--- src/rtl/pdt_pkg.sv ---
// Shared types, constants and helper functions of the pendulum trajectory generator
package pdt_pkg;

  localparam int unsigned DefCordicStages = 16;
  localparam int unsigned DefPhaseBits    = 32;
  localparam int unsigned CordicW         = 33;

  localparam logic signed [CordicW-1:0] CordicGain = 33'sd652032874;
  localparam logic signed [31:0]        RadToBinang = 32'sd1367130551;

  localparam logic [2:0] RegLength = 3'd0;
  localparam logic [2:0] RegAmp    = 3'd1;
  localparam logic [2:0] RegOmega  = 3'd2;
  localparam logic [2:0] RegStep   = 3'd3;
  localparam logic [2:0] RegCount  = 3'd4;

  typedef struct packed {
    logic                      valid;
    logic [1:0]                quad;
    logic signed [CordicW-1:0] x;
    logic signed [CordicW-1:0] y;
    logic signed [CordicW-1:0] z;
  } cordic_t;

  typedef enum logic [2:0] {
    ST_IDLE,
    ST_PASS1,
    ST_MUL1,
    ST_MUL2,
    ST_PASS2,
    ST_MUL3,
    ST_MUL4,
    ST_DONE
  } state_e;

  function automatic logic signed [CordicW-1:0] atan_turn(input int unsigned i);
    logic signed [CordicW-1:0] r;
    case (i)
      0:       r = 33'sd536870912;
      1:       r = 33'sd316933406;
      2:       r = 33'sd167458907;
      3:       r = 33'sd85004756;
      4:       r = 33'sd42667331;
      5:       r = 33'sd21354465;
      6:       r = 33'sd10679838;
      7:       r = 33'sd5340245;
      8:       r = 33'sd2670163;
      9:       r = 33'sd1335087;
      10:      r = 33'sd667544;
      11:      r = 33'sd333772;
      12:      r = 33'sd166886;
      13:      r = 33'sd83443;
      14:      r = 33'sd41722;
      15:      r = 33'sd20861;
      16:      r = 33'sd10430;
      17:      r = 33'sd5215;
      18:      r = 33'sd2608;
      19:      r = 33'sd1304;
      20:      r = 33'sd652;
      21:      r = 33'sd326;
      22:      r = 33'sd163;
      23:      r = 33'sd81;
      default: r = '0;
    endcase
    return r;
  endfunction

  function automatic logic signed [63:0] round_shift(input logic signed [63:0] v,
                                                     input int unsigned s);
    logic signed [63:0] half;
    half = 64'sd1 <<< (s - 1);
    return (v + half) >>> s;
  endfunction

  function automatic logic signed [63:0] sat(input logic signed [63:0] v,
                                             input int unsigned w);
    logic signed [63:0] hi;
    logic signed [63:0] lo;
    hi = (64'sd1 <<< (w - 1)) - 64'sd1;
    lo = -hi - 64'sd1;
    return (v > hi) ? hi : ((v < lo) ? lo : v);
  endfunction

endpackage

--- src/rtl/pdt_cordic_cell.sv ---
// One rotation cell of the CORDIC row
module pdt_cordic_cell import pdt_pkg::*; #(
  parameter int unsigned STAGE = 0
) (
  input  logic    clk_i,
  input  logic    rst_ni,
  input  cordic_t cell_i,
  output cordic_t cell_o
);

  localparam logic signed [CordicW-1:0] Atan = atan_turn(STAGE);

  logic                      valid_q;
  logic [1:0]                quad_q;
  logic signed [CordicW-1:0] x_q, y_q, z_q;
  logic signed [CordicW-1:0] x_d, y_d, z_d;
  logic signed [CordicW-1:0] dx, dy;

  always_comb begin
    dx = cell_i.y >>> STAGE;
    dy = cell_i.x >>> STAGE;
    if (!cell_i.z[CordicW-1]) begin
      x_d = cell_i.x - dx;
      y_d = cell_i.y + dy;
      z_d = cell_i.z - Atan;
    end else begin
      x_d = cell_i.x + dx;
      y_d = cell_i.y - dy;
      z_d = cell_i.z + Atan;
    end
  end

  always_ff @(posedge clk_i or negedge rst_ni) begin
    if (!rst_ni) begin
      valid_q <= 1'b0;
    end else begin
      valid_q <= cell_i.valid;
    end
  end

  always_ff @(posedge clk_i) begin
    quad_q <= cell_i.quad;
    x_q    <= x_d;
    y_q    <= y_d;
    z_q    <= z_d;
  end

  assign cell_o = '{valid: valid_q, quad: quad_q, x: x_q, y: y_q, z: z_q};

endmodule

--- src/rtl/pdt_cordic_chain.sv ---
// Row of CORDIC cells with sine/cosine quadrant mapping at the end
module pdt_cordic_chain import pdt_pkg::*; #(
  parameter int unsigned STAGES = DefCordicStages
) (
  input  logic                      clk_i,
  input  logic                      rst_ni,
  input  logic                      feed_i,
  input  logic [31:0]               angle_i,
  output logic                      done_o,
  output logic signed [CordicW-1:0] cos_o,
  output logic signed [CordicW-1:0] sin_o
);

  cordic_t link [STAGES+1];
  cordic_t tail;

  assign link[0] = '{valid: feed_i, quad: angle_i[31:30], x: CordicGain, y: '0,
                     z: $signed({3'b000, angle_i[29:0]})};

  for (genvar g = 0; g < STAGES; g++) begin : g_cell
    pdt_cordic_cell #(.STAGE(g)) u_cell (
      .clk_i  (clk_i),
      .rst_ni (rst_ni),
      .cell_i (link[g]),
      .cell_o (link[g+1])
    );
  end

  assign tail   = link[STAGES];
  assign done_o = tail.valid;

  always_comb begin
    case (tail.quad)
      2'd0: begin
        cos_o = tail.x;
        sin_o = tail.y;
      end
      2'd1: begin
        cos_o = -tail.y;
        sin_o = tail.x;
      end
      2'd2: begin
        cos_o = -tail.x;
        sin_o = -tail.y;
      end
      default: begin
        cos_o = tail.y;
        sin_o = -tail.x;
      end
    endcase
  end

endmodule

--- config.mk ---
export PLATFORM = sky130hd
export DESIGN_NAME = pdt_cordic_chain
export DESIGN_NICKNAME = d
export VERILOG_FILES = /design/src/rtl/pdt_pkg.sv /design/src/rtl/pdt_cordic_cell.sv /design/src/rtl/pdt_cordic_chain.sv
export SDC_FILE = /design/constraint.sdc
export NUM_CORES = 2
export LEC_CHECK = 0
export BUFFER_PORTS_ARGS = -buffer_cell sky130_fd_sc_hd__buf_2
export CORE_MARGIN = 5
export CORE_UTILIZATION = 65
export CTS_BUF_LIST = sky130_fd_sc_hd__clkbuf_4
export DETAILED_ROUTE_END_ITERATION = 8
export PLACE_DENSITY = 0.83
export SETUP_SLACK_MARGIN = 0.5
export SLEW_MARGIN = 20
export SYNTH_ARGS = -nofsm -noshare
export SYNTH_HDL_FRONTEND = slang
export SYNTH_SLANG_ARGS = --single-unit
--- constraint.sdc ---
create_clock -name clk_i -period 7.54 [get_ports clk_i]
set_clock_uncertainty 0.1 [all_clocks]
set_input_delay 0.377 -clock clk_i [delete_from_list [all_inputs] [get_ports clk_i]]
set_output_delay 0.377 -clock clk_i [all_outputs]
set_load 0.005 [all_outputs]
### Word-level counts from Yosys, hierarchy flattened

Index checks and enable logic that the tools add are counted.
Widths: inputs -> output; s select.

* add/subtract/negate cells: 87
* equal/unequal tests: 2
* muxes and demuxes: 46
* reductions and logical operators: 1

Operators with widths (count)
* $mux 33: 42
* $pmux 33 s3: 2
* $add 33x18->33: 2
* $add 33x19->33: 2
* $add 33x20->33: 2
* $add 33x21->33: 2
* $add 33x22->33: 2
* $add 33x23->33: 2
* $add 33x24->33: 2
* $add 33x25->33: 2
* $add 33x26->33: 2
* $add 33x27->33: 2
* $add 33x28->33: 2
* $add 33x29->33: 2
* $add 33x30->33: 2
* $neg 33->33: 2
* $sub 33x18->33: 2
* $sub 33x19->33: 2
* $sub 33x20->33: 2
* $sub 33x21->33: 2
* $sub 33x22->33: 2
* $sub 33x23->33: 2
* $sub 33x24->33: 2
* $sub 33x25->33: 2
* other kinds (40): 48

* register bits: 1527
* output and inout port bits: 67
* word-level logic and storage cells: 213

### Depth between registers and ports, before layout

* depth in word-level cells: 2
* gate-level depth with buffers: 22

### Hierarchy

From an unflattened synthesis, not the netlist that was laid out.

* cell total of the unflattened synthesis: 16227
* area, all modules: 133548.1 sq um

Modules (own cells, without submodules)
* pdt_cordic_cell at g_cell[11].u_cell: instances 1, cells an instance 1072, area each 8598.2 sq um, seq. area each 2047.0 sq um
* pdt_cordic_cell at g_cell[5].u_cell: instances 1, cells an instance 1051, area each 8567.0 sq um, seq. area each 2047.0 sq um
* pdt_cordic_cell at g_cell[7].u_cell: instances 1, cells an instance 1009, area each 8380.5 sq um, seq. area each 2047.0 sq um
* pdt_cordic_cell at g_cell[4].u_cell: instances 1, cells an instance 989, area each 8290.5 sq um, seq. area each 2047.0 sq um
* pdt_cordic_cell at g_cell[1].u_cell: instances 1, cells an instance 1019, area each 8282.9 sq um, seq. area each 2047.0 sq um
* pdt_cordic_cell at g_cell[2].u_cell: instances 1, cells an instance 972, area each 8161.6 sq um, seq. area each 2047.0 sq um
* pdt_cordic_cell at g_cell[8].u_cell: instances 1, cells an instance 996, area each 8154.1 sq um, seq. area each 2047.0 sq um
* pdt_cordic_cell at g_cell[14].u_cell: instances 1, cells an instance 967, area each 8146.6 sq um, seq. area each 2047.0 sq um
* pdt_cordic_cell at g_cell[10].u_cell: instances 1, cells an instance 986, area each 8126.5 sq um, seq. area each 2047.0 sq um
* pdt_cordic_cell at g_cell[3].u_cell: instances 1, cells an instance 986, area each 8112.8 sq um, seq. area each 2047.0 sq um
* pdt_cordic_cell at g_cell[13].u_cell: instances 1, cells an instance 968, area each 8087.8 sq um, seq. area each 2047.0 sq um
* pdt_cordic_cell at g_cell[9].u_cell: instances 1, cells an instance 936, area each 7998.9 sq um, seq. area each 2047.0 sq um
* pdt_cordic_cell at g_cell[6].u_cell: instances 1, cells an instance 928, area each 7865.0 sq um, seq. area each 2047.0 sq um
* pdt_cordic_cell at g_cell[15].u_cell: instances 1, cells an instance 939, area each 7823.8 sq um, seq. area each 2047.0 sq um
* 3 more rows

### Worst setup path after synthesis

No wires, ideal clock.

* kind: register -> register
* from: register g_cell[5].u_cell.z_q[32]
* to: register g_cell[6].u_cell.y_q[31]
* setup time: 142 ps
* arrival: 4318 ps
* required time: 7298 ps
* setup slack: 2980 ps
* cell stages (with the launch flop): 16
* cell sequence: dfxtp_1 -> clkbuf_1 -> clkinv_1 -> o41ai_1 -> xor2_1 -> ha_1 -> a21o_1 -> a21o_1 -> a21oi_1 -> nand2_1 -> o21a_1 -> a221oi_1 -> o21ai_0 -> a21oi_1 -> nor3_1 -> or4b_2

* word-level cells in the longest chain between the ends: 1

Ends and longest elaborated chain
* start: declaration: RTL line pdt_cordic_cell.sv:15 `logic signed [CordicW-1:0] x_q, y_q, z_q;`
* start signal: assignment: RTL line pdt_cordic_cell.sv:45 `z_q <= z_d;`
* $mux 33: RTL line pdt_cordic_cell.sv:22 `if (!cell_i.z[CordicW-1]) begin`
* via g_cell[6].u_cell.y_d[31]: RTL line pdt_cordic_cell.sv:16 `logic signed [CordicW-1:0] x_d, y_d, z_d;`
* end signal: assignment: RTL line pdt_cordic_cell.sv:44 `y_q <= y_d;`
* end: declaration: RTL line pdt_cordic_cell.sv:15

The timed path passes the listed nets, and every way through them passes these cells.

### Final worst setup path

* from: register g_cell[15].u_cell.x_q[0]
* to: output cos_o[28]

* word-level cells in the longest chain between the ends: 2

Ends and longest elaborated chain
* start: declaration: RTL line pdt_cordic_cell.sv:15
* start signal: assignment: RTL line pdt_cordic_cell.sv:43 `x_q <= x_d;`
* $neg 33->33: RTL line pdt_cordic_chain.sv:43 `cos_o = -tail.x;`
* $pmux 33 s3: RTL line pdt_cordic_chain.sv:33 `case (tail.quad)`
* end: declaration: RTL line pdt_cordic_chain.sv:10 `output logic signed [CordicW-1:0] cos_o,`

No other way between the ends.

==> flow_summary.json <==
{
  "grt_overflow": 0,
  "grt_setup_unrepaired": "false",
  "synth_top_area_share_pct": 26.8,
  "critPathSlowestCell": "or4_4",
  "grt_pass1_vias": 91034,
  "synth_cell_type_count": 85,
  "yosys_warnings": 0,
  "crit_path_end_kind": "primary output",
  "post-route-period-util_pct": 74.6,
  "tightest_slew_ns": 1.16,
  "io_buffers": 101,
  "fin_nets": 14184,
  "muxShareOfSynthArea_pct": 1.11,
  "rrSetupSlack_ns": 2.06,
  "hp-class": "flop to flop",
  "die_area_um2": 170000,
  "top_layer": "met4",
  "yosysMostFrequentCell": "a21oi_1",
  "cp_slowest_stage_delay_ns": 0.51,
  "track_usage_pct": 34.8,
  "syn_area_um2": 105000,
  "grt_pass1_wl_mm": 483,
  "fp.dieW_um": 412,
  "drtAntennaViolNets": 0,
  "final_cell_count_no_fill": 15267,
  "cts_setup_buffers": 0,
  "wl_met3_mm": 23.2,
  "wl_per_cell_um": 20.1,
  "place_congestion": 1.01,
  "max_freq_mhz": 178,
  "finalWirelength_mm": 307,
  "dp.cells": 14484,
  "required_ns": 7.06,
  "fin_setup_tns_ns": 0,
  "drt_pass1_iterations": 9,
  "hold_viol": 0,
  "antenna_found_initial": 16,
  "clk_latency_ns": 1.41,
  "fin_crit_ns": 5.62,
  "drt_iter0_markers": 8332,
  "synth_area_per_cell_um2": 8.45,
  "wl_met1_mm": 130,
  "start_kind": "flop",
  "cts-resized-gates": 0,
  "synth.top_cells.by_count": "a21oi_1 (1412), dfxtp_1 (1406), ha_1 (1295), xnor2_1 (1125), nor2_1 (979)",
  "worstPathCellList": "inv_1 > ha_1 > or4b_4 > or4_4 > or3_1 > or4_4 > nand2b_4 > nand2b_4 > o21ai_0 > xnor2_1 > nor2_1 > a21oi_1 > buf_2",
  "synth_nets": 13806,
  "hpwl_mm": 240,
  "num_vias": 94591,
  "path_clk_slew_ns": 0.07,
  "cts_tree": "yes",
  "wl_met2_mm": 140,
  "cts.sinks": 1422,
  "htreeDepth": 5,
  "die_h_um": 412,
  "area_growth_pct": 7.94,
  "multi_input_area_um2": 73800,
  "drt-vias-per-instance": 6.20,
  "io_pins": 102,
  "fill_cells": 12976,
  "setup_slack_ns": 1.92,
  "ys_seq_elements": 1422,
  "synth_top_family_by_area": "compound AO/OA/AOI/OAI gates",
  "grt_max_degree": 128,
  "synthCells": 12437,
  "synth_simple_gate_area_share_pct": 14.5,
  "cts_buffers": 387,
  "synth_compound_area_share_pct": 23.6,
  "max-slew-margin-rel_pct": 22.4,
  "post-place-ws_ns": 2.28,
  "synth.top_cells.by_area": "dfxtp_1 (27%), ha_1 (15%), xnor2_1 (9.4%)",
  "core.rowCount": 147,
  "crit_arrival_ns": 5.15,
  "yosys.area.top_type": "dfxtp_1",
  "synth_adder_area_share_pct": 16.2,
  "yosysSeqAreaShare_pct": 27.2,
  "path_class": "flop to primary output",
  "drcViolationCount": 0,
  "core_um2": 161000,
  "regArea_um2": 28600,
  "crit_fanout": 4,
  "synth_flop_cell": "dfxtp_1",
  "cts-root-buf": "clkbuf_4",
  "outcome": "finished, final reports clean",
  "cts_max_path_buffers": 4,
  "ys_async_sr_fraction_pct": 1.13,
  "slew_viol_final": 0,
  "synth-edff-count": 0,
  "layout-drive-gt1-share_pct": 6.73,
  "synth_xor_area_share_pct": 14.8,
  "cap_violations": 0,
  "start_util_pct": 65.4,
  "finalSetupViolCount": 0
}
logic make-up after synthesis:
logic type	after synthesis
buffers and inverters	746
flip-flops	1422
AND/OR/NAND/NOR	3128
XOR/XNOR	1782
AO/OA/AOI/OAI	3917
multiplexers	108
adder cells (fa/ha/maj)	1334
final cells by class:
class / instances / area share, %
multi-input combinational: 10269 / 65.0
timing repair buffer: 244 / 1.63
clock inverter: 138 / 0.647
clock buffer: 529 / 3.50
inverter: 491 / 1.62
tap: 2160 / 2.38
sequential: 1422 / 25.2
antenna: 14 / 0.0309
placed cells by master (no fill, tap or decap), types with 48 or more instances in the layout:
cell / count
a21oi_1: 1411
nand3_1: 179
inv_1: 488
nor2_1: 979
ha_1: 1295
a31oi_1: 137
nand2_1: 665
dlygate4sd3_1: 101
clkbuf_4: 529
nor2b_1: 174
xor2_1: 657
nand2b_1: 168
o211ai_1: 48
nand4_1: 103
o21ai_0: 607
clkinv_1: 92
a21o_1: 757
and2_1: 73
or3_1: 69
nor4_1: 103
buf_2: 101
a211oi_1: 82
o21a_1: 165
dfxtp_1: 1391
and3_1: 125
mux2i_1: 59
o31ai_1: 56
nor3_1: 289
xnor2_1: 1125
o21bai_1: 180
sequential cells by signal, indices dropped and copies added (netlist names):
register,cells
g_cell.u_cell.x_q,459
g_cell.u_cell.z_q,458
g_cell.u_cell.y_q,457
g_cell.u_cell.quad_q,32
g_cell.u_cell.valid_q,16
metrics by stage:
| stage | instance area [µm²] | hold WS, ns | util [%] |
|---|---|---|---|
| after floorplan | 105000 | -0.0186 | - |
| after global placement | 108000 | 0.179 | 67.0 |
| after detailed placement | 108000 | 0.192 | 67.0 |
| after CTS | 113000 | 0.00257 | 70.6 |
| after global routing | 113000 | 0.0881 | 70.6 |
| final | 113000 | 0.214 | 70.6 |
worst max-delay path: cells and delay by family (launching register included):
family / cells / cell delay (ns)
AO/OA/AOI/OAI: 2 / 0.37
XOR/XNOR: 1 / 0.18
adder cells (fa/ha/maj): 1 / 0.25
buffers and inverters: 2 / 0.27
flip-flops: 1 / 0.44
AND/OR/NAND/NOR: 7 / 2.26
what timing repair did:
action                                  CTS  global route
hold buffers                            101             0
endpoints found under the setup margin    0             0
hold endpoints to repair                 49             0
final timing paths:
kind,startpoint,endpoint,cells after the start
max,g_cell[15].u_cell.x_q[0],cos_o[28],13
min,g_cell[4].u_cell.quad_q[1],g_cell[5].u_cell.quad_q[1],0
max reg2reg,g_cell[6].u_cell.y_q[9],g_cell[7].u_cell.x_q[32],16
min reg2reg,g_cell[4].u_cell.quad_q[1],g_cell[5].u_cell.quad_q[1],0
max in group asynchronous,rst_ni,g_cell[3].u_cell.valid_q,4
min in group asynchronous,rst_ni,g_cell[13].u_cell.valid_q,4
per-layer routing:
layer  up-vias  global-route usage [%]
met5         -                       0
met4         0                    14.2
met3       781                    6.07
met2      3626                    57.8
met1     44323                    44.9
li1      45861                       -
Power is left out: the tool's default activity adds up to more than one toggle a clock period on the data nets, which glitch-free logic cannot reach.
